### config.mk
export PLATFORM = sky130hd
export DESIGN_NAME = aais_divider
export DESIGN_NICKNAME = d
export VERILOG_FILES = /design/src/sv/aais_pkg.sv /design/src/sv/aais_divider.sv
export SDC_FILE = /design/constraint.sdc
export NUM_CORES = 1
export LEC_CHECK = 0
export BUFFER_PORTS_ARGS = -buffer_cell sky130_fd_sc_hd__buf_2
export CORE_MARGIN = 2
export CORE_UTILIZATION = 35
export CTS_BUF_LIST = sky130_fd_sc_hd__clkbuf_8
export DETAILED_ROUTE_END_ITERATION = 10
export HOLD_SLACK_MARGIN = 0.08
export SYNTH_ARGS = -nofsm -noshare
export SYNTH_HDL_FRONTEND = slang
export SYNTH_SLANG_ARGS = --single-unit
### constraint.sdc
create_clock -name clk -period 3.6 [get_ports clk]
set_clock_uncertainty 0.05 [all_clocks]
set_input_delay 0.36 -clock clk [delete_from_list [all_inputs] [get_ports clk]]
set_output_delay 0.36 -clock clk [all_outputs]
set_load 0.1 [all_outputs]
### src/sv/aais_pkg.sv
// Shared constants, types and helpers for the area-averaging image scaler.
`default_nettype none
package aais_pkg;
  localparam int MAX_WIDTH  = 256;
  localparam int MAX_HEIGHT = 256;
  localparam int COL_W      = $clog2(MAX_WIDTH);
  localparam int LINE_W     = $clog2(MAX_HEIGHT);
  localparam int ADDR_W     = COL_W + LINE_W;
  localparam int DEPTH      = MAX_WIDTH * MAX_HEIGHT;
  localparam int SIZE_W     = 9;
  localparam int CW         = 18;   // common-axis coordinates and sums
  localparam int LANES      = 3;
  localparam int CNT_W      = $clog2(CW + 1);

  typedef enum logic [7:0] {
    REG_SOURCE_WIDTH  = 8'd0,
    REG_SOURCE_HEIGHT = 8'd1,
    REG_TARGET_WIDTH  = 8'd2,
    REG_TARGET_HEIGHT = 8'd3
  } reg_index_t;

  typedef enum logic {
    OP_LOAD    = 1'b0,
    OP_REQUEST = 1'b1
  } op_t;

  typedef struct packed {
    logic busy;
    logic done;
  } div_stat_t;

  function automatic logic [SIZE_W-1:0] clamp_size(input logic [SIZE_W-1:0] v,
                                                   input logic [SIZE_W-1:0] maxv);
    logic [SIZE_W-1:0] r;
    r = v;
    if (v == '0) r = SIZE_W'(1);
    else if (v > maxv) r = maxv;
    return r;
  endfunction
endpackage
`default_nettype wire

### src/sv/aais_divider.sv
// Three-lane restoring divider, one quotient bit per cycle.
`default_nettype none
module aais_divider
  import aais_pkg::*;
(
  input  wire logic                  clk,
  input  wire logic                  rst,
  input  wire logic                  start,
  input  wire logic [CW-1:0]         dividend [LANES],
  input  wire logic [SIZE_W-1:0]     divisor  [LANES],
  output div_stat_t                  stat,
  output logic      [CW-1:0]         quot     [LANES],
  output logic      [SIZE_W-1:0]     rem      [LANES]
);
  logic [SIZE_W-1:0] dsr [LANES];
  logic [CNT_W-1:0]  cnt;

  always_ff @(posedge clk) begin
    if (rst) begin
      stat <= '0;
      cnt  <= '0;
    end else begin
      stat.done <= 1'b0;
      if (start) begin
        stat.busy <= 1'b1;
        cnt       <= CNT_W'(CW);
      end else if (stat.busy) begin
        cnt <= cnt - CNT_W'(1);
        if (cnt == CNT_W'(1)) begin
          stat.busy <= 1'b0;
          stat.done <= 1'b1;
        end
      end
    end
  end

  for (genvar g = 0; g < LANES; g++) begin : g_lane
    logic [SIZE_W:0] trial;
    assign trial = {rem[g], quot[g][CW-1]};
    always_ff @(posedge clk) begin
      if (start) begin
        quot[g] <= dividend[g];
        rem[g]  <= '0;
        dsr[g]  <= divisor[g];
      end else if (stat.busy) begin
        if (trial >= {1'b0, dsr[g]}) begin
          rem[g]  <= SIZE_W'(trial - {1'b0, dsr[g]});
          quot[g] <= {quot[g][CW-2:0], 1'b1};
        end else begin
          rem[g]  <= trial[SIZE_W-1:0];
          quot[g] <= {quot[g][CW-2:0], 1'b0};
        end
      end
    end
  end

  a_start_idle: assert property (@(posedge clk) disable iff (rst)
    start |-> !stat.busy) else $error("divider restarted while busy");
  a_done_end: assert property (@(posedge clk) disable iff (rst)
    stat.done |-> $past(stat.busy) && !stat.busy) else $error("done without run");
  a_cnt_busy: assert property (@(posedge clk) disable iff (rst)
    stat.busy |-> cnt != '0) else $error("busy with zero count");
endmodule
`default_nettype wire

After elaboration in Yosys (flattened, before gate mapping). Memory sizes are Yosys's and may differ from the RTL's. Cells that the tools add are included.

Add/sub/neg operators: 4. $lt $le $gt $ge: 3. Eq/ne operators: 1. Multiplexer cells: 19. Bitwise gates (word level): 1. Reductions and logical operators: 3.

Operators by type and width (number): $mux W18 (6); $ge A10 B9 Y1 (3); $mux W9 (3); $sub A9 B9 Y9 (3); $mux W5 (2); $mux W1 (6); $eq A5 B1 Y1 const B (1); $sub A5 B1 Y5 const B (1); $mux W2 (2); $reduce_or A3 Y1 (1); $reduce_bool A2 Y1 (1); $reduce_or A2 Y1 (1); $not A1 Y1 (1).

Register bits after elaboration: 88. RAM bits: 27. Bits of input ports: 84. Output and inout bits: 83. Word-level logic and storage cells: 42. Memories: 1.

Memory list: dsr (words 3, width 9, rd ports 3, clocked after Yosys merged registers in 0, wr ports 3, RTL line aais_divider.sv:15) `logic [SIZE_W-1:0] dsr [LANES];`.

Logic depth before layout (Yosys ltp).
Word-level depth: 4. Depth in mapped cells: 10. Gate-level depth less buffers: 9.

Worst setup path after synthesis. OpenSTA, ideal clock, no wires.

Kind: register to register. From: reg stat[1] (netlist bit). To: reg quot[0] (netlist bit), enable pin. Setup time: 0.413 ns. Data arrival time: 2.665 ns. Data required time: 3.137 ns. Path slack: 0.472 ns. Cell stages (with the launch flop): 5. Path buffers: 2. Clock period less this slack: 3.128 ns. Cell sequence: dfxtp_1 -> clkbuf_1 -> inv_1 -> clkbuf_1 -> nand2_1.

Word-level cells in the longest chain between the ends: 1.

Ends and longest elaborated chain: start, declared (RTL line aais_divider.sv:11) `output div_stat_t stat,`; $reduce_bool A2 Y1 (no line); end signal, assigned by index (RTL line aais_divider.sv:42) `quot[g] <= dividend[g];`; end signal, assigned by index (RTL line aais_divider.sv:48) `quot[g] <= {quot[g][CW-2:0], 1'b1};`; end signal, assigned by index (RTL line aais_divider.sv:51) `quot[g] <= {quot[g][CW-2:0], 1'b0};`; end, declared (RTL line aais_divider.sv:12) `output logic [CW-1:0] quot [LANES],`.

Every way passes these cells. A chain may end at the register's enable or synchronous reset.

Worst setup path after layout.
From: reg quot[53] (netlist bit). To: reg rem[20] (netlist bit).

Word-level cells in the longest chain between the ends: 2. Elaborated cells between the ends (all ways): 3. Classes of those cells: add/sub: 1; order compare: 1; mux: 1.

Ends and longest elaborated chain: $sub A9 B9 Y9 / $ge A10 B9 Y1 (equally long branches) (RTL line aais_divider.sv:47, aais_divider.sv:46); $mux W9 * (RTL line aais_divider.sv:46) `if (trial >= {1'b0, dsr[g]}) begin`; end signal, assigned by index (RTL line aais_divider.sv:47) `rem[g] <= SIZE_W'(trial - {1'b0, dsr[g]});`; end signal, assigned by index (RTL line aais_divider.sv:50) `rem[g] <= trial[SIZE_W-1:0];`; end, declared (RTL line aais_divider.sv:13) `output logic [SIZE_W-1:0] rem [LANES]`.

Every way passes the cells marked *; elsewhere a longest branch is shown, timed or not.

==> results.toml <==
[run_status]
status = "complete, no violations"

[floorplan]
start_util = 0.359
die_w_um = 134
coreArea_um2 = 16600
die_h_um = 134
io-pin-count = 167
num_rows = 47
dieArea_um2 = 18100

[worst_setup_path]
criticalPathCategory = "flop to flop"
crit_chain = "inv_1, ha_1, inv_1, fa_1, a21o_1, o211ai_1, nand3_1, and3_1, a311o_1"
slowest_stage = "nand3_1"
timing.reg2reg.setup_slack_ns = 0.79
crit_top_cell = "inv_1"
timing.critical_path.buf_inv = 2
slowest_delay_ns = 0.47
worst_ep_required_time_ns = 3.88
cp.arrival_ns = 3.08
crit_family = "compound AO/OA/AOI/OAI gates"
start_kind = "flop"
critPathMaxFanout = 12
end_kind = "flop"

[finish]
drive_gt1_frac = 0.382
multi_input_comb_area_um2 = 2590
n_antenna_cell = 0
syn2layout_area_growth_pct = 28.9
final_nets = 809
fill_cells = 1620
stdcell_area_um2 = 7680
regArea_um2 = 3110

[power_and_ir_drop]
powerDensity_nw_per_um2 = 574
vdd_drop_max_uv = 406
p_leak_nw = 3.40
power_mw = 4.41

[global_routing]
grt_usage = 0.165
grt_overflow = 0
antenna_found_initial = 0
grt_pass1_vias = 4701
grt_pass1_wl_mm = 23.6
grt_max_degree = 59

[synth]
synthesis.area_um2 = 5960
synthTopCellsByArea = "edfxtp_1 41%, dfxtp_1 11%, mux2_2 10%"
yosys_warnings = 0
synthFlopType = "edfxtp_1"
synthesis.nets = 613
synthArstFlopShare = 0
synth_edf_count = 81
avgSynthCellArea_um2 = 12.0
yosysSeqAreaShare = 0.523
netlist.area_leader.share = 0.408
synth_top_cell_by_area = "edfxtp_1"
netlist_instances = 497
ys_seq_elements = 115
yosysUniqueCellTypes = 54

[drt]
avgViaCountPerCell = 4.97
ant_nets = 0
drc = 0
drtIter0Drc = 268
dr.pass1.iters = 5
vias = 4606
wl_per_cell_um = 15.7
routed_wl_mm = 14.5

[clock_tree]
cts.htree.levels = 4
post_cts_buffers = 0
clk_path_buf_depth = 2
cts.hold.buffers_added = 27
insertion_delay_ns = 0.44
cts-root-buf = "clkbuf_8"
cts_tree = "built"
cts.sinks = 115
path_clk_slew_ns = 0.07
cts_resized = 0
cts_buffers = 17

[placement]
dpl.hpwl_mm = 10.3
gp_congestion = 0.862
port_buffers = 166
dp_slack_ns = 0.814
dpl_cell_area_um2 = 7010

[timing]
slew_viol_final = 0
period_minus_slack_ns = 2.81
setup_viol = 0
clock.fmax_mhz = 356
timing.final.ws_setup_ns = 0.795
tns_ns = 0
hold_viol = 0
rsz0062_at_grt = "false"
relSlewSlack = 0.500
period_share = 0.779
tightest_slew_ns = 0.750
holdWs_ns = 0.122

[job]
maxCapViolCount = 0

[min_path]
hold_class = "input port to flop"
## metal layers
layer  GRT usage  vias up  routed length [µm]  part of all wire
li1            -     2272                   -                 -
met2       0.272      152                6900              0.48
met3      0.0664        9                1080             0.074
met4      0.0450        0                 154             0.011
met1       0.201     2173                6390              0.44
met5           0        -                   0                 0
## synthesized netlist by cell type, types with 2 or more instances
cell	number
a2111oi_0	2
a211o_1	2
a211oi_1	16
a211oi_4	2
a21boi_0	2
a21o_1	8
a21oi_1	16
a311o_1	2
a311oi_1	8
a31o_2	3
a31oi_1	2
and3_1	13
buf_1	2
buf_6	3
clkbuf_1	16
dfxtp_1	34
edfxtp_1	81
fa_1	3
ha_1	29
inv_1	39
mux2_2	54
mux2i_1	16
nand2_1	19
nand2b_1	3
nand3_1	8
nand3b_1	6
nand4_1	7
nor2_1	28
nor2b_1	2
nor3_1	13
nor4_1	5
o211ai_1	3
o21ai_0	12
o311ai_0	3
xnor2_1	10
xor2_1	7
## metrics by stage
stage               std cells  utilization
finish                    926        0.463
global route              926        0.463
CTS                       926        0.463
detailed placement        867        0.423
global placement          867        0.423
floorplan                 497            -
## power by group
group          switching [mW]  total, mW  internal [mW]
Clock                   0.557       1.23          0.677
Combinational            1.12       1.52          0.399
Sequential             0.0854       1.65           1.57
Total                    1.77       4.41           2.64
## placed cells by master, fill, tap and decap left out, types with 3 or more instances in the layout
master and n:
a211oi_1 16, a21o_1 8, a21oi_1 16, a311oi_1 8
a31o_2 3, and3_1 13, buf_2 165, buf_4 7
bufinv_16 3, clkbuf_8 17, clkinv_2 4, clkinvlp_4 3
dfxtp_1 33, dlygate4sd3_1 27, edfxtp_1 81, fa_1 3
ha_1 29, inv_1 40, mux2_2 54, mux2i_1 16
nand2_1 18, nand2b_1 3, nand3_1 8, nand3b_1 6
nand4_1 7, nor2_1 28, nor3_1 13, nor4_1 5
o211ai_1 3, o21ai_0 12, o311ai_0 3, xnor2_1 10
xor2_1 7
## worst paths after layout
kind / startpoint / endpoint / cells past startpoint
setup / recovery: quot[53] / rem[20] / 9
hold / removal: rst / stat[1] / 2
setup reg to reg: quot[53] / rem[20] / 9
hold reg to reg: rem[6] / rem[6] / 2
## sequential cells by signal, indices dropped and copies added (netlist names)
| signal | cells |
|---|---|
| rem | 27 |
| stat | 2 |
| dsr | 27 |
| cnt | 5 |
| quot | 54 |
## cells by family (layout without fill, tap and decap cells)
logic type	count (synthesis)	count (layout)	synth area share
DFF	115	115	0.523
xor gates and xnor gates	17	17	0.0250
buffers and inverters	61	270	0.0424
AOI/OAI and AO/OA	89	89	0.111
and+or+nand+nor	113	113	0.0989
muxes	70	70	0.129
adders and majority gates	32	32	0.0710
## final cells by class
| type | instances | area share |
|---|---|---|
| multi-input cells | 321 | 0.338 |
| well taps | 220 | 0.0358 |
| clock buffers | 17 | 0.0305 |
| repair buffers | 199 | 0.150 |
| inverters | 39 | 0.0191 |
| clock inverters | 15 | 0.0217 |
| flip-flops and latches | 115 | 0.406 |
(Power assumes the default switching activity.)
